**src/design/mlrs_pkg.sv**
```systemverilog
`timescale 1ns / 1ps
`default_nettype none
// ----------------------------------------------------------------------------
// mlrs_pkg
// Shared constants, codes and controller/datapath interface types for the
// memory link request scheduler.
// ----------------------------------------------------------------------------
package mlrs_pkg;

  // Queue geometry
  localparam int RQ_DEPTH = 16;
  localparam int WQ_DEPTH = 16;
  localparam int SQ_DEPTH = 16;
  localparam int RQ_IW = (RQ_DEPTH > 1) ? $clog2(RQ_DEPTH) : 1;
  localparam int WQ_IW = (WQ_DEPTH > 1) ? $clog2(WQ_DEPTH) : 1;
  localparam int SQ_IW = (SQ_DEPTH > 1) ? $clog2(SQ_DEPTH) : 1;
  localparam int MAX_IW = (RQ_IW > WQ_IW) ? ((RQ_IW > SQ_IW) ? RQ_IW : SQ_IW)
                                          : ((WQ_IW > SQ_IW) ? WQ_IW : SQ_IW);

  // Cache line offset bits
  localparam int LINE_SHIFT = 6;

  // Configuration register indexes
  localparam logic [1:0] CFG_WARMUP = 2'd0;
  localparam logic [1:0] CFG_LAT    = 2'd1;
  localparam logic [1:0] CFG_RXF    = 2'd2;
  localparam logic [1:0] CFG_WXF    = 2'd3;

  typedef enum logic [1:0] {
    K_TICK  = 2'd0,
    K_READ  = 2'd1,
    K_WRITE = 2'd2,
    K_RESP  = 2'd3
  } kind_t;

  typedef enum logic [2:0] {
    OK_STATUS = 3'd0,
    OK_RESP   = 3'd1,
    OK_LREAD  = 3'd2,
    OK_LWRITE = 3'd3,
    OK_TICK   = 3'd4
  } okind_t;

  typedef enum logic [2:0] {
    ST_QUEUED    = 3'd0,
    ST_FULL      = 3'd1,
    ST_COALESCED = 3'd2,
    ST_FORWARDED = 3'd3,
    ST_WU_DROP   = 3'd4,
    ST_WU_ANS    = 3'd5
  } status_t;

  typedef enum logic [1:0] {
    Q_RD = 2'd0,
    Q_WR = 2'd1,
    Q_RS = 2'd2
  } queue_t;

  typedef enum logic [2:0] {
    ES_BEST = 3'd0,
    ES_SCAN = 3'd1,
    ES_WACT = 3'd2,
    ES_RACT = 3'd3,
    ES_WHIT = 3'd4
  } ent_src_t;

  typedef enum logic [1:0] {
    OS_IN   = 2'd0,
    OS_ENT  = 2'd1,
    OS_TICK = 2'd2
  } out_src_t;

  typedef enum logic [4:0] {
    S_IDLE,
    S_LOOK,
    S_DISP,
    S_FWD_ST,
    S_FWD_RSP,
    S_WU_RSP,
    S_RS_CHK,
    S_RS_SCAN,
    S_RS_GRAB,
    S_WR_BEGIN,
    S_WR_CHK,
    S_WR_SCAN,
    S_WR_GRAB,
    S_RD_SCAN,
    S_RD_PICK,
    S_RD_EMIT,
    S_WU_LD,
    S_WU_CHK,
    S_TICK_DONE
  } ctl_state_t;

  typedef struct packed {
    logic       warmup;
    logic [9:0] lat;
    logic [9:0] rxf;
    logic [9:0] wxf;
  } cfg_t;

  typedef struct packed {
    logic     latch_in;
    logic     lookup;
    logic     ent_load;
    ent_src_t ent_src;
    logic     out_load;
    out_src_t out_src;
    okind_t   out_kind;
    status_t  out_status;
    logic     out_data_ent;
    logic     out_last;
    logic     rq_fill;
    logic     wq_fill;
    logic     sq_fill;
    logic     wq_replace;
    logic     rq_coalesce;
    logic     ent_clear;
    logic     bus_release;
    logic     scan_start;
    queue_t   scan_q;
    logic     scan_step;
    logic     bus_grab;
    logic     wu_clear;
    logic     tick_inc;
  } ctl_cmd_t;

  typedef struct packed {
    kind_t kind;
    logic  warmup;
    logic  want;
    logic  wq_hit;
    logic  rq_hit;
    logic  rq_free;
    logic  wq_free;
    logic  sq_free;
    logic  ent_ready;
    logic  ent_vw;
    logic  rs_busy;
    logic  wr_busy;
    logic  scan_last;
    logic  best_found;
    logic  out_free;
  } dp_stat_t;

endpackage
`default_nettype wire

```
**src/design/mlrs_ctrl.sv**
```systemverilog
`timescale 1ns / 1ps
`default_nettype none
// ----------------------------------------------------------------------------
// mlrs_ctrl
// Sequencer: classifies each transaction, walks the tick through response bus,
// write bus and read issue, and drives datapath commands.
// ----------------------------------------------------------------------------
module mlrs_ctrl (
  input  wire logic               clk,
  input  wire logic               rst_n,
  input  wire logic               in_valid,
  output logic                    in_ready,
  input  wire mlrs_pkg::dp_stat_t stat,
  output mlrs_pkg::ctl_cmd_t      cmd
);
  import mlrs_pkg::*;

  ctl_state_t state_r;
  ctl_state_t state_nxt;

  always_ff @(posedge clk) begin
    if (!rst_n) begin
      state_r <= S_IDLE;
    end else begin
      state_r <= state_nxt;
    end
  end

  // Next state
  always_comb begin
    state_nxt = state_r;
    case (state_r)
      S_IDLE: begin
        if (in_valid) state_nxt = S_LOOK;
      end
      S_LOOK: state_nxt = S_DISP;
      S_DISP: begin
        case (stat.kind)
          K_TICK: begin
            if (stat.warmup)       state_nxt = S_WU_LD;
            else if (stat.rs_busy) state_nxt = S_RS_CHK;
            else                   state_nxt = S_RS_SCAN;
          end
          K_READ: begin
            if (stat.warmup) begin
              if (stat.out_free) state_nxt = stat.want ? S_WU_RSP : S_IDLE;
            end else if (stat.wq_hit) begin
              state_nxt = S_FWD_ST;
            end else if (stat.out_free) begin
              state_nxt = S_IDLE;
            end
          end
          default: begin
            if (stat.out_free) state_nxt = S_IDLE;
          end
        endcase
      end
      S_FWD_ST: begin
        if (stat.out_free) state_nxt = stat.want ? S_FWD_RSP : S_IDLE;
      end
      S_FWD_RSP, S_WU_RSP: begin
        if (stat.out_free) state_nxt = S_IDLE;
      end
      S_RS_CHK: begin
        if (!stat.ent_ready)    state_nxt = S_WR_BEGIN;
        else if (stat.out_free) state_nxt = S_RS_SCAN;
      end
      S_RS_SCAN: begin
        if (stat.scan_last) state_nxt = S_RS_GRAB;
      end
      S_RS_GRAB: state_nxt = S_WR_BEGIN;
      S_WR_BEGIN: state_nxt = stat.wr_busy ? S_WR_CHK : S_WR_SCAN;
      S_WR_CHK: begin
        if (!stat.ent_ready)    state_nxt = S_RD_SCAN;
        else if (stat.out_free) state_nxt = S_WR_SCAN;
      end
      S_WR_SCAN: begin
        if (stat.scan_last) state_nxt = S_WR_GRAB;
      end
      S_WR_GRAB: state_nxt = S_RD_SCAN;
      S_RD_SCAN: begin
        if (stat.scan_last) state_nxt = S_RD_PICK;
      end
      S_RD_PICK: state_nxt = stat.best_found ? S_RD_EMIT : S_TICK_DONE;
      S_RD_EMIT: begin
        if (stat.out_free) state_nxt = S_RD_SCAN;
      end
      S_WU_LD: state_nxt = S_WU_CHK;
      S_WU_CHK: begin
        if (!stat.ent_vw || stat.out_free) begin
          state_nxt = stat.scan_last ? S_TICK_DONE : S_WU_LD;
        end
      end
      S_TICK_DONE: begin
        if (stat.out_free) state_nxt = S_IDLE;
      end
      default: state_nxt = S_IDLE;
    endcase
  end

  // Commands
  always_comb begin
    cmd      = '0;
    in_ready = 1'b0;
    case (state_r)
      S_IDLE: begin
        in_ready     = 1'b1;
        cmd.latch_in = in_valid;
      end
      S_LOOK: cmd.lookup = 1'b1;
      S_DISP: begin
        case (stat.kind)
          K_TICK: begin
            if (stat.warmup) begin
              cmd.scan_start = 1'b1;
              cmd.scan_q     = Q_RD;
            end else if (stat.rs_busy) begin
              cmd.ent_load = 1'b1;
              cmd.ent_src  = ES_RACT;
            end else begin
              cmd.scan_start = 1'b1;
              cmd.scan_q     = Q_RS;
            end
          end
          K_READ: begin
            if (stat.warmup) begin
              cmd.out_load   = stat.out_free;
              cmd.out_status = ST_WU_ANS;
              cmd.out_last   = !stat.want;
            end else if (stat.wq_hit) begin
              cmd.ent_load = 1'b1;
              cmd.ent_src  = ES_WHIT;
            end else if (stat.out_free) begin
              cmd.out_load = 1'b1;
              cmd.out_last = 1'b1;
              if (stat.rq_hit) begin
                cmd.rq_coalesce = 1'b1;
                cmd.out_status  = ST_COALESCED;
              end else if (stat.rq_free) begin
                cmd.rq_fill    = 1'b1;
                cmd.out_status = ST_QUEUED;
              end else begin
                cmd.out_status = ST_FULL;
              end
            end
          end
          K_WRITE: begin
            if (stat.out_free) begin
              cmd.out_load = 1'b1;
              cmd.out_last = 1'b1;
              if (stat.warmup) begin
                cmd.out_status = ST_WU_DROP;
              end else if (stat.wq_hit) begin
                cmd.wq_replace = 1'b1;
                cmd.out_status = ST_COALESCED;
              end else if (stat.wq_free) begin
                cmd.wq_fill    = 1'b1;
                cmd.out_status = ST_QUEUED;
              end else begin
                cmd.out_status = ST_FULL;
              end
            end
          end
          default: begin
            if (stat.out_free) begin
              cmd.out_load   = 1'b1;
              cmd.out_last   = 1'b1;
              cmd.sq_fill    = stat.sq_free;
              cmd.out_status = stat.sq_free ? ST_QUEUED : ST_FULL;
            end
          end
        endcase
      end
      S_FWD_ST: begin
        cmd.out_load     = stat.out_free;
        cmd.out_status   = ST_FORWARDED;
        cmd.out_data_ent = 1'b1;
        cmd.out_last     = !stat.want;
      end
      S_FWD_RSP: begin
        cmd.out_load     = stat.out_free;
        cmd.out_kind     = OK_RESP;
        cmd.out_data_ent = 1'b1;
        cmd.out_last     = 1'b1;
      end
      S_WU_RSP: begin
        cmd.out_load = stat.out_free;
        cmd.out_kind = OK_RESP;
        cmd.out_last = 1'b1;
      end
      S_RS_CHK, S_WR_CHK: begin
        // Retire the active bus transaction once its transfer time is over
        if (stat.ent_ready && stat.out_free) begin
          cmd.out_load     = 1'b1;
          cmd.out_src      = OS_ENT;
          cmd.out_kind     = (state_r == S_RS_CHK) ? OK_RESP : OK_LWRITE;
          cmd.out_data_ent = 1'b1;
          cmd.ent_clear    = 1'b1;
          cmd.bus_release  = 1'b1;
          cmd.scan_start   = 1'b1;
          cmd.scan_q       = (state_r == S_RS_CHK) ? Q_RS : Q_WR;
        end else if (!stat.ent_ready && state_r == S_WR_CHK) begin
          cmd.scan_start = 1'b1;
          cmd.scan_q     = Q_RD;
        end
      end
      S_RS_SCAN, S_WR_SCAN, S_RD_SCAN: cmd.scan_step = 1'b1;
      S_RS_GRAB: cmd.bus_grab = stat.best_found;
      S_WR_BEGIN: begin
        if (stat.wr_busy) begin
          cmd.ent_load = 1'b1;
          cmd.ent_src  = ES_WACT;
        end else begin
          cmd.scan_start = 1'b1;
          cmd.scan_q     = Q_WR;
        end
      end
      S_WR_GRAB: begin
        cmd.bus_grab   = stat.best_found;
        cmd.scan_start = 1'b1;
        cmd.scan_q     = Q_RD;
      end
      S_RD_PICK: begin
        cmd.ent_load = stat.best_found;
        cmd.ent_src  = ES_BEST;
      end
      S_RD_EMIT: begin
        if (stat.out_free) begin
          cmd.out_load   = 1'b1;
          cmd.out_src    = OS_ENT;
          cmd.out_kind   = OK_LREAD;
          cmd.ent_clear  = 1'b1;
          cmd.scan_start = 1'b1;
          cmd.scan_q     = Q_RD;
        end
      end
      S_WU_LD: begin
        cmd.ent_load = 1'b1;
        cmd.ent_src  = ES_SCAN;
      end
      S_WU_CHK: begin
        // Answer a waiting read, then drop the entry
        if (!stat.ent_vw || stat.out_free) begin
          cmd.out_load  = stat.ent_vw;
          cmd.out_src   = OS_ENT;
          cmd.out_kind  = OK_RESP;
          cmd.ent_clear = 1'b1;
          cmd.scan_step = !stat.scan_last;
          cmd.wu_clear  = stat.scan_last;
        end
      end
      S_TICK_DONE: begin
        cmd.out_load = stat.out_free;
        cmd.out_src  = OS_TICK;
        cmd.out_kind = OK_TICK;
        cmd.out_last = 1'b1;
        cmd.tick_inc = stat.out_free;
      end
      default: ;
    endcase
  end

endmodule
`default_nettype wire

```
**config.mk**
```make
export PLATFORM = sky130hd
export DESIGN_NAME = mlrs_ctrl
export DESIGN_NICKNAME = d
export VERILOG_FILES = /design/src/design/mlrs_pkg.sv /design/src/design/mlrs_ctrl.sv
export SDC_FILE = /design/constraint.sdc
export NUM_CORES = 1
export LEC_CHECK = 0
export BUFFER_PORTS_ARGS = -buffer_cell sky130_fd_sc_hd__buf_2
export CAP_MARGIN = 20
export CORE_AREA = 5 5 57 59
export DETAILED_ROUTE_END_ITERATION = 10
export DIE_AREA = 0 0 62 64
export PLACE_DENSITY = 0.89
export RECOVER_POWER = 100
export SKIP_LAST_GASP = 1
export SYNTH_ARGS = -nofsm -noshare
export SYNTH_HDL_FRONTEND = slang
export SYNTH_SLANG_ARGS = --single-unit
export TNS_END_PERCENT = 10
```
**constraint.sdc**
```tcl
create_clock -name clk -period 2.15 [get_ports clk]
set_input_delay 0.3225 -clock clk [delete_from_list [all_inputs] [get_ports clk]]
set_output_delay 0.3225 -clock clk [all_outputs]
set_load 0.02 [all_outputs]
```
==> impl_metrics.yaml <==
die:
  fp.dieH_um: 64
  num_io_pins: 51
  dieArea_sq_um: 3970
  row_count: 19
  start_util: 0.465
  core_area_sq_um: 2660
  fp.dieW_um: 62
pwr:
  p_leak_uw: 0.000778
  max-vdd-ir-drop_mv: 0.617
  fin_total_pwr_uw: 1630
  p_per_area_nw_per_um2: 965
finish:
  n_antenna_cell: 0
  reg.largest.list: "state_r: 5 flops"
  fin_nets: 280
  syn_to_final_growth_pct: 36.8
  top_register: "state_r"
  final_cell_mix: "32 x buf_2, 25 x buf_4, 21 x nor2_1"
  layout-drive-gt1-share: 0.350
  fin_area_sq_um: 1690
  final_common_cell: "buf_2"
  largest_reg_flops: 5
clock_network:
  cts_hold_buf: 0
  cts_tree: "done"
  cts-root-buf: "clkbuf_4"
  cts_buffer_depth: 2
  clk_pin_slew_ps: 40
  worst_skew_pair.late_latency_ps: 230
  cts.sinks: 5
  htreeDepth: 1
  numCtsBuffers: 3
grt:
  top_usage_layer: "met2"
  grt_max_degree: 15
  grtUsageMet2: 0.382
  grt_util_met3: 0.0322
  grt_usage: 0.245
  grt_overflow: 0
  grt_pass1_wl_mm: 7.73
  grt_pass1_vias: 1714
  use_met1: 0.327
  antenna_found_initial: 0
run_status:
  status: "complete, but fails checks"
  failed_checks: "setup timing"
worst_setup_path:
  path_cells: "buf_6 > or4_4 > nor2_4 > nand3_2 > nor3b_2 > buf_2"
  reg2regPathDepth: 7
  worstSetupStartpointType: "flop"
  path_max_fanout: 13
  worstPathRequired_ps: 1830
  path_buf_inv: 2
  end_kind: "output pin"
  critical_path_arrival_ps: 1830
  path_depth: 6
  slowest_stage: "or4_4"
  path_class: "flop to output pin"
  cpPeakStageDelay_ps: 460
  critPathTopFamily: "simple AND/OR/NAND/NOR gates"
synth:
  synth_warnings: 0
  yosysSeqAreaShare: 0.0808
  ys_seq_elements: 5
  post_synth_num_cell_types: 59
  syn_avg_cell_area_sq_um: 6.26
  synth_flop_cell: "dfxtp_1"
  synth_edf_count: 0
  synthCells: 198
  synth_nets: 217
  async_reset_ff_frac: 0
  mappedNetlistArea_sq_um: 1240
detailed_routing:
  wirelength_mm: 4.89
  first_pass_iters: 5
  vias_per_cell: 6.38
  drt-wirelength-per-cell_um: 16.8
  vias: 1857
  drtAntennaViolNets: 0
  drc: 0
  drt_iter0_markers: 179
timing:
  fin_ws_ps: -6.95
  relSlewSlack: 0.707
  rsz0062_at_grt: "yes"
  timing.final.crit_share: 1.00
  final_hold_viol_count: 0
  worst_pin_slew_ps: 438
  final_max_slew_viol_count: 0
  setup_viol: 1
  max_freq_mhz: 464
  min_period_ps: 2160
  skew_ps: 0.634
place:
  placed_area_sq_um: 1630
  port_buffers: 50
  place_ws_ps: 73.0
  dp_hpwl_mm: 3.84
  place_congestion: 1.00
run:
  cap_violations: 0
min_path:
  hp-class: "input pin to flop"
  hold_depth: 2
[kinds of logic after synthesis]
group / share of synthesized area
simple gates: 0.440
compound gates: 0.342
buf+inv: 0.105
flops: 0.0808
xor+xnor: 0.0141
mux: 0.0172
[through the flow]
stage          hold WS, ps   util  setup TNS [ps]  instances
2_1_floorplan          444      -           -23.6        198
3_3_place_gp           562  0.612               0        286
3_5_place_dp           567  0.612               0        286
4_1_cts                327  0.625            -322        290
5_1_grt                334  0.636            -472        291
6_report               330  0.636           -6.95        291
[repair_timing]
| action | CTS | global route |
|---|---|---|
| resized for setup | 5 | 10 |
| buffers inserted | 0 | 1 |
| setup endpoints to repair | 16 | 17 |
| pin swaps | 0 | 3 |
[power by group]
group          switching (uW)  internal, uW
logic                     793           539
clock network            35.4          70.0
registers                67.8           129
total                     897           738
[final timing paths]
check	from	to	slack, ps
worst max-delay path	state_r[0]$_SDFFE_PN0P_	cmd[13]	-7
worst min-delay path	rst_n	state_r[4]$_SDFFE_PN0P_	330
worst max register to register	state_r[0]$_SDFFE_PN0P_	state_r[3]$_SDFFE_PN0P_	180
worst min register to register	state_r[3]$_SDFFE_PN0P_	state_r[3]$_SDFFE_PN0P_	690
[synthesized netlist by cell type, types with 2 or more instances]
cell type,number,share of area
o21ai_0,11,0.044
inv_1,9,0.027
and2_1,3,0.015
and3_1,3,0.015
nor3_1,8,0.032
nand2_1,14,0.042
xnor2_1,2,0.014
nand2b_1,10,0.051
o22ai_1,2,0.010
a21oi_1,11,0.044
or3_1,5,0.025
o31ai_1,4,0.024
a31oi_1,5,0.025
dfxtp_1,5,0.081
or4_1,3,0.018
nor3b_1,2,0.012
a31o_2,2,0.014
nor2_1,24,0.073
nor2b_1,4,0.020
buf_4,2,0.012
o2111ai_1,2,0.014
o31a_1,2,0.014
a211oi_1,3,0.018
nor4_1,5,0.025
buf_2,8,0.032
nand3_1,9,0.036
a311oi_1,2,0.014
clkbuf_1,7,0.021
[area by class of cell]
class,count,area [sq um]
clock buffer,4,26.3
multi-input combinational,165,1050
sequential,5,108
inverter,10,37.5
fill,248,968
timing repair buffer,76,438
tap,31,38.8
[metal layers]
layer	share of wire	wire, um	up-vias
met5	0	0	-
met2	0.47	2310	141
met3	0.11	523	22
met1	0.38	1870	823
met4	0.037	182	0
li1	-	-	871
No activity file was read; power rests on OpenSTA's default activity.
