**config.mk**
```make
export PLATFORM = sky130hd
export DESIGN_NAME = mlrs_cfg
export DESIGN_NICKNAME = d
export VERILOG_FILES = /design/src/design/mlrs_pkg.sv /design/src/design/mlrs_cfg.sv
export SDC_FILE = /design/constraint.sdc
export NUM_CORES = 1
export LEC_CHECK = 0
export BUFFER_PORTS_ARGS = -buffer_cell sky130_fd_sc_hd__buf_4
export CORE_ASPECT_RATIO = 2
export CORE_UTILIZATION = 45
export DETAILED_ROUTE_END_ITERATION = 8
export GPL_TIMING_DRIVEN = 1
export PLACE_DENSITY = 0.84
export SETUP_SLACK_MARGIN = 0.4
export SLEW_MARGIN = 25
export SYNTH_ARGS = -nofsm -noshare
export SYNTH_HDL_FRONTEND = slang
export SYNTH_SLANG_ARGS = --single-unit
```
**constraint.sdc**
```tcl
create_clock -name clk -period 2.1 [get_ports clk]
set_input_delay 0.315 -clock clk [delete_from_list [all_inputs] [get_ports clk]]
set_output_delay 0.315 -clock clk [all_outputs]
set_load 0.01 [all_outputs]
```
**src/design/mlrs_pkg.sv**
```systemverilog
`timescale 1ns / 1ps
`default_nettype none
// ----------------------------------------------------------------------------
// mlrs_pkg
// Shared constants, codes and controller/datapath interface types for the
// memory link request scheduler.
// ----------------------------------------------------------------------------
package mlrs_pkg;

  // Queue geometry
  localparam int RQ_DEPTH = 16;
  localparam int WQ_DEPTH = 16;
  localparam int SQ_DEPTH = 16;
  localparam int RQ_IW = (RQ_DEPTH > 1) ? $clog2(RQ_DEPTH) : 1;
  localparam int WQ_IW = (WQ_DEPTH > 1) ? $clog2(WQ_DEPTH) : 1;
  localparam int SQ_IW = (SQ_DEPTH > 1) ? $clog2(SQ_DEPTH) : 1;
  localparam int MAX_IW = (RQ_IW > WQ_IW) ? ((RQ_IW > SQ_IW) ? RQ_IW : SQ_IW)
                                          : ((WQ_IW > SQ_IW) ? WQ_IW : SQ_IW);

  // Cache line offset bits
  localparam int LINE_SHIFT = 6;

  // Configuration register indexes
  localparam logic [1:0] CFG_WARMUP = 2'd0;
  localparam logic [1:0] CFG_LAT    = 2'd1;
  localparam logic [1:0] CFG_RXF    = 2'd2;
  localparam logic [1:0] CFG_WXF    = 2'd3;

  typedef enum logic [1:0] {
    K_TICK  = 2'd0,
    K_READ  = 2'd1,
    K_WRITE = 2'd2,
    K_RESP  = 2'd3
  } kind_t;

  typedef enum logic [2:0] {
    OK_STATUS = 3'd0,
    OK_RESP   = 3'd1,
    OK_LREAD  = 3'd2,
    OK_LWRITE = 3'd3,
    OK_TICK   = 3'd4
  } okind_t;

  typedef enum logic [2:0] {
    ST_QUEUED    = 3'd0,
    ST_FULL      = 3'd1,
    ST_COALESCED = 3'd2,
    ST_FORWARDED = 3'd3,
    ST_WU_DROP   = 3'd4,
    ST_WU_ANS    = 3'd5
  } status_t;

  typedef enum logic [1:0] {
    Q_RD = 2'd0,
    Q_WR = 2'd1,
    Q_RS = 2'd2
  } queue_t;

  typedef enum logic [2:0] {
    ES_BEST = 3'd0,
    ES_SCAN = 3'd1,
    ES_WACT = 3'd2,
    ES_RACT = 3'd3,
    ES_WHIT = 3'd4
  } ent_src_t;

  typedef enum logic [1:0] {
    OS_IN   = 2'd0,
    OS_ENT  = 2'd1,
    OS_TICK = 2'd2
  } out_src_t;

  typedef enum logic [4:0] {
    S_IDLE,
    S_LOOK,
    S_DISP,
    S_FWD_ST,
    S_FWD_RSP,
    S_WU_RSP,
    S_RS_CHK,
    S_RS_SCAN,
    S_RS_GRAB,
    S_WR_BEGIN,
    S_WR_CHK,
    S_WR_SCAN,
    S_WR_GRAB,
    S_RD_SCAN,
    S_RD_PICK,
    S_RD_EMIT,
    S_WU_LD,
    S_WU_CHK,
    S_TICK_DONE
  } ctl_state_t;

  typedef struct packed {
    logic       warmup;
    logic [9:0] lat;
    logic [9:0] rxf;
    logic [9:0] wxf;
  } cfg_t;

  typedef struct packed {
    logic     latch_in;
    logic     lookup;
    logic     ent_load;
    ent_src_t ent_src;
    logic     out_load;
    out_src_t out_src;
    okind_t   out_kind;
    status_t  out_status;
    logic     out_data_ent;
    logic     out_last;
    logic     rq_fill;
    logic     wq_fill;
    logic     sq_fill;
    logic     wq_replace;
    logic     rq_coalesce;
    logic     ent_clear;
    logic     bus_release;
    logic     scan_start;
    queue_t   scan_q;
    logic     scan_step;
    logic     bus_grab;
    logic     wu_clear;
    logic     tick_inc;
  } ctl_cmd_t;

  typedef struct packed {
    kind_t kind;
    logic  warmup;
    logic  want;
    logic  wq_hit;
    logic  rq_hit;
    logic  rq_free;
    logic  wq_free;
    logic  sq_free;
    logic  ent_ready;
    logic  ent_vw;
    logic  rs_busy;
    logic  wr_busy;
    logic  scan_last;
    logic  best_found;
    logic  out_free;
  } dp_stat_t;

endpackage
`default_nettype wire

```
**src/design/mlrs_cfg.sv**
```systemverilog
`timescale 1ns / 1ps
`default_nettype none
// ----------------------------------------------------------------------------
// mlrs_cfg
// APB register file: warmup mode, link latency and the two bus transfer times.
// ----------------------------------------------------------------------------
module mlrs_cfg (
  input  wire logic         clk,
  input  wire logic         rst_n,
  input  wire logic         psel,
  input  wire logic         penable,
  input  wire logic         pwrite,
  input  wire logic [3:0]   paddr,
  input  wire logic [31:0]  pwdata,
  output logic [31:0]       prdata,
  output logic              pready,
  output mlrs_pkg::cfg_t    cfg
);
  import mlrs_pkg::*;

  logic       warmup_r;
  logic [9:0] lat_r;
  logic [9:0] rxf_r;
  logic [9:0] wxf_r;
  logic       wr_en;

  assign pready = 1'b1;
  assign wr_en  = psel & penable & pwrite;

  // Write registers on the access phase
  always_ff @(posedge clk) begin
    if (!rst_n) begin
      warmup_r <= 1'b0;
      lat_r    <= 10'd10;
      rxf_r    <= 10'd4;
      wxf_r    <= 10'd4;
    end else if (wr_en) begin
      case (paddr[3:2])
        CFG_WARMUP: warmup_r <= pwdata[0];
        CFG_LAT:    lat_r    <= pwdata[9:0];
        CFG_RXF:    rxf_r    <= pwdata[9:0];
        CFG_WXF:    wxf_r    <= pwdata[9:0];
        default: ;
      endcase
    end
  end

  // Read back
  always_comb begin
    case (paddr[3:2])
      CFG_WARMUP: prdata = {31'd0, warmup_r};
      CFG_LAT:    prdata = {22'd0, lat_r};
      CFG_RXF:    prdata = {22'd0, rxf_r};
      CFG_WXF:    prdata = {22'd0, wxf_r};
      default:    prdata = 32'd0;
    endcase
  end

  assign cfg = '{warmup: warmup_r, lat: lat_r, rxf: rxf_r, wxf: wxf_r};

endmodule
`default_nettype wire

```
==> impl_results.md, run 1 <==
* Fmax achieved at roughly 650 MHz
* NetSw at about 0.00030 W
* CTS tree: yes
* Leakage power figure at between 1 and 1.5 nW
* Rel. slew slack at 0.556
* Met2 Resource Use GR at 0.316
* Buf/Inv on CP at 2
* Post-CTS Setup Bufs at 0
* Die ar. at ~0.0039 mm2
* Clock buffer count from CTS at 5
* # clock sinks at 31
* Flop pwr share at 0.482
* Status: complete, no violations
* Worst Setup End Kind: output pin
* Asr flop ratio synth at 0
* Crit path kind: input port to output pin
* Overall Power at between 0.001 and 0.0015 W
* # diodes at 0
* Clock Root Buffer: clkbuf_8
* #FFs+latches synth at 31
* Pwr/cell area at between 600 and 700 mW/mm2
* Top cell type's share of synthesized area at 0.382
* Post-route setup TNS at 0 ns
* Overall routing resource usage at 0.188
* Worst Tran Pin Value at 0.666 ns
* Worst clock skew at 0 ns
* Final Hold Viols at 0
* Yosys top cell by area: dfxtp_1
* Hpwl dp at between 2000 and 2500 um
* Number of gates resized after CTS at 0
* Period minus WS final at 1.54 ns
* 1st-pass router iterations at 4
* Crit path max fanout at 14
* Share of layout cells above drive strength 1 at 0.356
* Port Buf Inserts at 57
* Largest net degree at the start of global routing at 43
* Nets@finish at between 200 and 300
* Vias at 1272
* Global-route wire length before repair at between 5000 and 6000 um
* DR iter-0 viols at 47
* Total internal power at about 0.00095 W
* Clk network pwr share at 0.409
* Longest Clk Path Bufs at 2
* Top cells by area, synth: dfxtp_1 38%, mux2i_1 18%, buf_4 11%
* Syn Std Cell Area at ~0.0016 mm2
* Met1 Use GR at 0.209
* Cell family with most CP delay: simple AND/OR/NAND/NOR gates
* Vias in the first global route at 1091
* Period utilization at 0.733
* Std-Cell Rows at 30
* Max H-tree Level at 2
* Vias per cell at between 4 and 5
* Clk Latency, worst-skew pair at 0.28 ns
* Crit-path cells: buf_4 > nor2b_4 > a22o_1 > buf_4
* Cell variety after synth at 21
* Max-cap violations at 0
* Grt peak-use layer: met2
* RSZ-0062 raised after global routing: false
* Area grow syn2layout at 26.2%
* Main synth FF type: dfxtp_1
* WL final at around 3400 um
* Initial antenna violation count at 0
* Initial core utilization at 0.476
* Worst min path class: input port to flop
* Total gr overflow at 0
* # setup viols final at 0
* Worst path required time at ~1.8 ns
* Worst-path clk slew at 0.06 ns
* WP data arrival at 1.22 ns
* CP Launch Type: input port
* Die X at around 44 um
* Syn Inst Count at approximately 170
* Post-synth top cells: 38 x nand2_1, 31 x dfxtp_1, 29 x mux2i_1
* CP max stage cell: nor2b_4
* Net Sw Frac at 0.237
* Post-DR wirelength/cell at 12.7 um
* Post-synth EDFFs at 0
* Hold-fix buffers, CTS at 0
* Residual DRC at 0
* Met3 global-route usage at 0.0477
* RePlAce Congestion at around 0.73
* Final antenna-violating net count at 0
* CP max stage delay at 0.37 ns
* Top-count cell post-synth: nand2_1
* # IOs at between 100 and 150
* Warnings from Yosys at 0
* Top cell by count, worst path: buf_4
* Core ar. at about 0.0034 mm2
* Syn Area/Cell at ~9.6 um2
* Max Slew Vio Count at 0
* Gate power share at 0.109
* Die height at 87.0 um
* Register area share after synthesis at 0.382
* VDD IR max at 0.603 mV
-- final timing paths --
path,to,slack [ns],from,cells past startpoint
max reg2reg,lat_r[5],1.43,lat_r[5],2
min,lat_r[1],0.29,pwdata[1],3
max,prdata[6],0.56,paddr[2],4
min reg2reg,rxf_r[1],0.47,rxf_r[1],2
-- cell families (layout without fill, tap and decap cells) --
family | count (synthesis) | in the layout | synth area share
AOI/OAI and AO/OA | 11 | 11 | 0.0577
buffers and inverters | 37 | 69 | 0.162
DFF | 31 | 31 | 0.382
muxes | 39 | 39 | 0.255
other | 2 | 23 | 0.00462
and+or+nand+nor | 49 | 49 | 0.139
-- layout make-up --
cell class                 instances  area, um2
clock buffer                       8        100
fill                             316       1370
inverter                           2       7.51
multi-input combinational        122        820
sequential                        31        621
tap                               48       60.1
timing repair buffer              59        443
-- layer usage --
metal | part of all wire | wire [um] | vias up
met4 | 0.026 | 88 | 0
met5 | 0 | 0 | -
met2 | 0.54 | 1840 | 56
li1 | - | - | 620
met3 | 0.057 | 195 | 5
met1 | 0.38 | 1310 | 591
-- power groups by stage --
stage	registers, W	logic [W]	clock network (W)
2_1_floorplan	0.000618	0.000113	0
3_3_place_gp	0.000615	0.000135	0
3_5_place_dp	0.000616	0.000136	0
4_1_cts	0.000602	0.000136	0.000520
5_1_grt	0.000603	0.000148	0.000552
6_report	0.000602	0.000136	0.000510
-- layout by cell type, fill, tap and decap left out --
cell	n
buf_4	59
nand2_1	38
dfxtp_1	31
mux2i_1	29
conb_1	23
mux2_2	9
a22o_1	9
clkbuf_8	7
nor2b_1	3
inv_1	2
nand3_1	2
o211ai_1	2
nor2b_4	1
mux4_2	1
and3_4	1
and3b_1	1
nand3_2	1
and2_1	1
nor2_1	1
clkbuf_1	1
-- metrics by stage --
| step | hold slack, ns | worst slack (ns) | std cells | area [um2] | utilization |
|---|---|---|---|---|---|
| finish | 0.286 | 0.562 | 270 | 2050 | 0.600 |
| global route | 0.290 | 0.488 | 270 | 2050 | 0.600 |
| CTS | 0.282 | 0.551 | 270 | 2050 | 0.600 |
| detailed placement | 0.462 | 0.494 | 262 | 1950 | 0.571 |
| global placement | 0.457 | 0.511 | 262 | 1950 | 0.571 |
| floorplan | 0.449 | 0.823 | 190 | 1700 | - |
-- tightest hold or removal path, cell delays in order --
cell	delay [ns]
buf_4	0.08
nand3_1	0.05
o211ai_1	0.08
-- sequential cells by signal, indices dropped and copies added, names as in the netlist --
name,cells
lat_r,10
warmup_r,1
wxf_r,10
rxf_r,10
No activity file was read; power rests on OpenSTA's default activity.
==> run 2: changes to the inputs <==
--- a/config.mk
+++ b/config.mk
@@ -7,10 +7,10 @@
 export LEC_CHECK = 0
 export BUFFER_PORTS_ARGS = -buffer_cell sky130_fd_sc_hd__buf_4
 export CORE_ASPECT_RATIO = 2
-export CORE_UTILIZATION = 45
+export CORE_UTILIZATION = 42
 export DETAILED_ROUTE_END_ITERATION = 8
 export GPL_TIMING_DRIVEN = 1
-export PLACE_DENSITY = 0.84
+export PLACE_DENSITY = 0.79
 export SETUP_SLACK_MARGIN = 0.4
 export SLEW_MARGIN = 25
 export SYNTH_ARGS = -nofsm -noshare
==> constraint.sdc (replaced) <==
create_clock -name clk -period 1.6 [get_ports clk]
set_input_delay 0.24 -clock clk [delete_from_list [all_inputs] [get_ports clk]]
set_output_delay 0.24 -clock clk [all_outputs]
set_load 0.01 [all_outputs]
==> impl_results.md, run 2 (synthesis gave the netlist of run 1 again) <==
* Total gr overflow at 0
* Setup WS post-layout at ~0.16 ns
* Worst-path clk slew at around 0.060 ns
* Share of layout cells above drive strength 1 at 0.504
* # setup viols final at 0
* WP data arrival at roughly 1.2 ns
* Stages on worst setup path at 2
* Crit path max fanout at 2
* Nets@finish at around 280
* Clk Latency, worst-skew pair at ~0.28 ns
* Longest Clk Path Bufs at 2
* 1st-pass router iterations at 4
* Area grow syn2layout at 41.0%
* Die ar. at between 0.004 and 0.005 mm2
* Period utilization at 0.898
* Crit-path cells: mux4_2 > buf_6
* Cell Count, Final, Fillers Out at roughly 290
* Largest net degree at the start of global routing at 43
* FILL cells at around 330
* Worst Setup End Kind: output pin
* Status: complete, no violations
* CTS tree: yes
* RePlAce Congestion at around 0.74
* Pre-CTS setup slack at about 0.12 ns
* Fmax achieved at between 600 and 700 MHz
* R2R depth at 4
* Post-DR wirelength/cell at ~13 um
* # IOs at between 100 and 150
* Placed Cells at between 200 and 300
* Post-route setup TNS at 0 ns
* Leakage power figure at between 1 and 1.5 nW
* Buf/Inv on CP at 1
* Max-cap violations at 0
* Crit path kind: flop to output pin
* # diodes at 0
* Clock Root Buffer: clkbuf_8
* Commonest non-fill, non-tap cell in the layout: buf_4
* Vias at 1366
* WL final at around 3800 um
* Clock buffer count from CTS at 5
* VDD IR max at around 0.64 mV
* Core ar. at ~0.0036 mm2
* Vias in the first global route at 1319
* Worst path required time at about 1.4 ns
* Max Slew Vio Count at 0
* Initial antenna violation count at 0
* # clock sinks at 31
* Top flop regs: lat_r x10, rxf_r x10, wxf_r x10
* Residual DRC at 0
* DR iter-0 viols at 9
* Final Hold Viols at 0
* Cell family with most CP delay: multiplexers
* Std-Cell Rows at 31
* Vias per cell at 4.66
* Worst hold path stage count at 3
* Pwr/cell area at slightly below 800 mW/mm2
* CP max stage delay at approximately 0.47 ns
* Overall Power at approximately 0.0018 W
* Overall routing resource usage at 0.197
* RSZ-0062 raised after global routing: true
* CP Launch Type: flop
* Worst min path class: input port to flop
* Max H-tree Level at 2
* Hpwl dp at about 2500 um
* CP max stage cell: mux4_2
* Die X at 46.0 um
* Global-route wire length before repair at 6060 um
* Port Buf Inserts at 57
* Leading cell types in the layout, fill and taps excluded: 73 x buf_4, 38 x nand2_1, 29 x mux2i_1, 23 x conb_1, 21 x dfxtp_2
* Die height at between 80 and 90 um
* Period minus WS final at about 1.4 ns
* Final antenna-violating net count at 0
* Worst clock skew at 0 ns
* Initial core utilization at 0.446
-- run 2: final timing paths --
check,startpoint,to,slack [ns]
min reg2reg,warmup_r,warmup_r,0.47
max reg2reg,wxf_r[4],wxf_r[4],0.80
max,wxf_r[0],prdata[0],0.16
min,pwdata[3],lat_r[3],0.21
-- run 2: worst reg2reg max path, delay by kind of cell (launching register included) --
kind          cells  cell delay (ns)
buf+inv           2             0.24
flops             1             0.32
mux               1             0.06
simple gates      1             0.05
-- run 2: final cells by class --
| class | count | area (um2) | area share |
|---|---|---|---|
| Tap cell | 49 | 61.3 | 0.0268 |
| Multi-Input combinational cell | 122 | 820 | 0.358 |
| Clock inverter | 2 | 35.0 | 0.0153 |
| Inverter | 2 | 7.51 | 0.00328 |
| Timing Repair Buffer | 81 | 638 | 0.279 |
| Clock buffer | 6 | 82.6 | 0.0360 |
| Sequential cell | 31 | 647 | 0.282 |
-- run 2: repair_timing --
item	4_1_cts	5_1_grt
hold buffers	0	0
endpoints found under the setup margin	11	11
resized for setup	27	2
pin swaps	0	0
setup buffers	19	1
-- run 2: stage by stage --
stage | utilization | hold slack, ns | cell area [um2]
final | 0.628 | 0.213 | 2290
after global routing | 0.628 | 0.247 | 2290
after CTS | 0.625 | 0.212 | 2280
after detailed placement | 0.539 | 0.464 | 1970
after global placement | 0.539 | 0.459 | 1970
after floorplan | - | 0.382 | 1700
-- run 2: where the power goes --
part           leakage, nW  switching, W  internal, W
clock               0.0612      0.000276     0.000503
sequential           0.259    0.00000675     0.000783
combinational        0.825      0.000110    0.0000926
total                 1.15      0.000393      0.00138
-- run 2: per-layer routing --
layer	wire length, um	global-route usage
met5	0	0
met4	91	0.0956
met3	178	0.0341
met2	2090	0.331
met1	1400	0.223
==> run 3: changes to the inputs <==
--- a/config.mk
+++ b/config.mk
@@ -10,7 +10,8 @@
 export CORE_UTILIZATION = 42
 export DETAILED_ROUTE_END_ITERATION = 8
 export GPL_TIMING_DRIVEN = 1
-export PLACE_DENSITY = 0.79
+export PLACE_DENSITY = 0.8
+export RECOVER_POWER = 50
 export SETUP_SLACK_MARGIN = 0.4
 export SLEW_MARGIN = 25
 export SYNTH_ARGS = -nofsm -noshare
==> impl_results.md, run 3 (synthesis gave the netlist of run 1 again) <==
* Status: complete, no violations
* 1st-pass router iterations at 4
* Crit-path cells: mux2_2 > a22o_1 > buf_4
* Buf/Inv on CP at 1
* Post-route setup TNS at 0 ns
* FILL cells at approximately 350
* Clk network pwr share at 0.407
* Vias per cell at between 4 and 5
* # clock sinks at 31
* Period utilization at 0.907
* Crit path kind: flop to output pin
* Period minus WS final at ~1.5 ns
* Die ar. at around 0.0041 mm2
* Std-Cell Rows at 31
* Hold WS at between 0.2 and 0.25 ns
* Worst min path class: input port to flop
* CTS tree: yes
* Port Buf Inserts at 57
* Worst Tran Pin Value at 0.772 ns
* Overall routing resource usage at 0.201
* CP Launch Type: flop
* Die X at 46.0 um
* Hpwl dp at roughly 2600 um
* Final antenna-violating net count at 0
* Global-route wire length before repair at between 6000 and 7000 um
* Die height at 90.0 um
* VDD IR max at between 0.7 and 0.8 mV
* RePlAce Congestion at between 0.7 and 0.8
* Share of layout cells above drive strength 1 at 0.458
* Worst reg-to-reg setup slack at about 0.8 ns
* Rel. slew slack at 0.485
* Top flop regs: lat_r x10, rxf_r x10, wxf_r x10
* Worst clock skew at 0 ns
* Gate power share at 0.119
* Clock buffer count from CTS at 5
* Fmax achieved at 689 MHz
* Fin area at ~0.0023 mm2
* Worst r2r src: rxf_r[8]
* Total internal power at between 0.001 and 0.0015 W
* Max-cap violations at 0
* Total gr overflow at 0
* Largest net degree at the start of global routing at between 40 and 50
* Area grow syn2layout at 39.3%
* Flop pwr share at 0.474
* Leakage power figure at between 1 and 1.5 nW
* NetSw at about 0.00040 W
* Crit Reg-Reg Endpoint: rxf_r[8]
* Worst-path clk slew at around 0.060 ns
* Pwr/cell area at ~740 mW/mm2
* WP data arrival at 1.21 ns
* CP startpoint: wxf_r[6]
* Residual DRC at 0
* Initial antenna violation count at 0
* Max H-tree Level at 2
* DR iter-0 viols at 25
* Worst path required time at 1.36 ns
* Clk Latency, worst-skew pair at ~0.28 ns
* DP Area at between 0.0015 and 0.002 mm2
* Longest Clk Path Bufs at 2
* Leading cell types in the layout, fill and taps excluded: 68 x buf_4, 38 x nand2_1, 29 x mux2i_1, 23 x conb_1, 18 x dfxtp_2
* R2R depth at 4
* Worst Setup End Kind: output pin
* RSZ-0062 raised after global routing: true
* Cell family with most CP delay: flip-flops
* Core ar. at about 0.0036 mm2
* Stages on worst setup path at 3
* # setup viols final at 0
* Vias in the first global route at roughly 1.3k
* Max Slew Vio Count at 0
* Post-DR wirelength/cell at ~13 um
* CP max stage cell: dfxtp_2
* Vias at ~1.4k
* WL final at between 3000 and 4000 um
* Net Sw Frac at 0.240
* Initial core utilization at 0.446
* Crit path max fanout at 2
* Setup crit end: prdata[6]
* # diodes at 0
* Register Area at around 640 um2
* CP max stage delay at 0.32 ns
* Footprint of the multi-input gates at between 800 and 900 um2
* Nets@finish at 289
* Final Hold Viols at 0
* # IOs at ~110
* Clock Root Buffer: clkbuf_8
* Commonest non-fill, non-tap cell in the layout: buf_4
run 3: changes by cell type in the layout (fill, tap and decap cells not counted), moves of 3 or more:
| cell | change |
|---|---|
| dfxtp_2 | -3 |
| clkbuf_1 | +11 |
| dfxtp_1 | +3 |
| buf_4 | -5 |
run 3: repair_timing:
| item | 4_1_cts | 5_1_grt |
|---|---|---|
| buffers inserted | 20 | 4 |
| endpoints found under the setup margin | 10 | 18 |
| hold buffers | 0 | 0 |
| gates cloned | 0 | 0 |
| gates resized for setup | 28 | 0 |
run 3: tightest hold or removal path: cells and delay by family:
family	cells	cell delay, ns
buf+inv	1	0.08
simple gates	1	0.05
compound gates	1	0.08
run 3: worst min-delay path by stage:
| stage | start | end | depth (start not counted) |
|---|---|---|---|
| final | pwdata[1] | lat_r[1] | 3 |
| after global routing | pwdata[3] | lat_r[3] | 3 |
| after CTS | pwdata[1] | lat_r[1] | 3 |
| after detailed placement | rxf_r[3] | rxf_r[3] | 2 |
| after global placement | lat_r[6] | lat_r[6] | 2 |
| after floorplan | pwdata[2] | lat_r[2] | 2 |
run 3: area by class of cell:
type,count,share of cell area
multi-input combinational,122,0.362
sequential,31,0.284
timing repair buffer,86,0.279
clock buffer,8,0.0442
tap,49,0.0271
inverter,2,0.00332
run 3: routing by layer:
layer / vias to the layer above / track usage / routed length [um]
li1: 674 / - / -
met5: - / 0 / 0
met1: 653 / 0.208 / 1400
met4: 0 / 0.0956 / 90
met2: 62 / 0.350 / 2140
met3: 5 / 0.0502 / 209
run 3: through the flow:
step	instances	utilization	setup slack [ns]	power [W]
floorplan	190	-	0.473	0.000959
global placement	266	0.542	0.123	0.000988
detailed placement	266	0.542	0.119	0.000990
CTS	294	0.625	0.148	0.00168
global route	298	0.621	0.121	0.00173
finish	298	0.621	0.148	0.00166
run 3: power groups by stage:
stage	sequential (W)	clock, W	combinational [W]
global placement	0.000808	0	0.000181
global route	0.000790	0.000719	0.000216
floorplan	0.000811	0	0.000148
finish	0.000790	0.000677	0.000198
detailed placement	0.000808	0	0.000182
CTS	0.000790	0.000691	0.000198
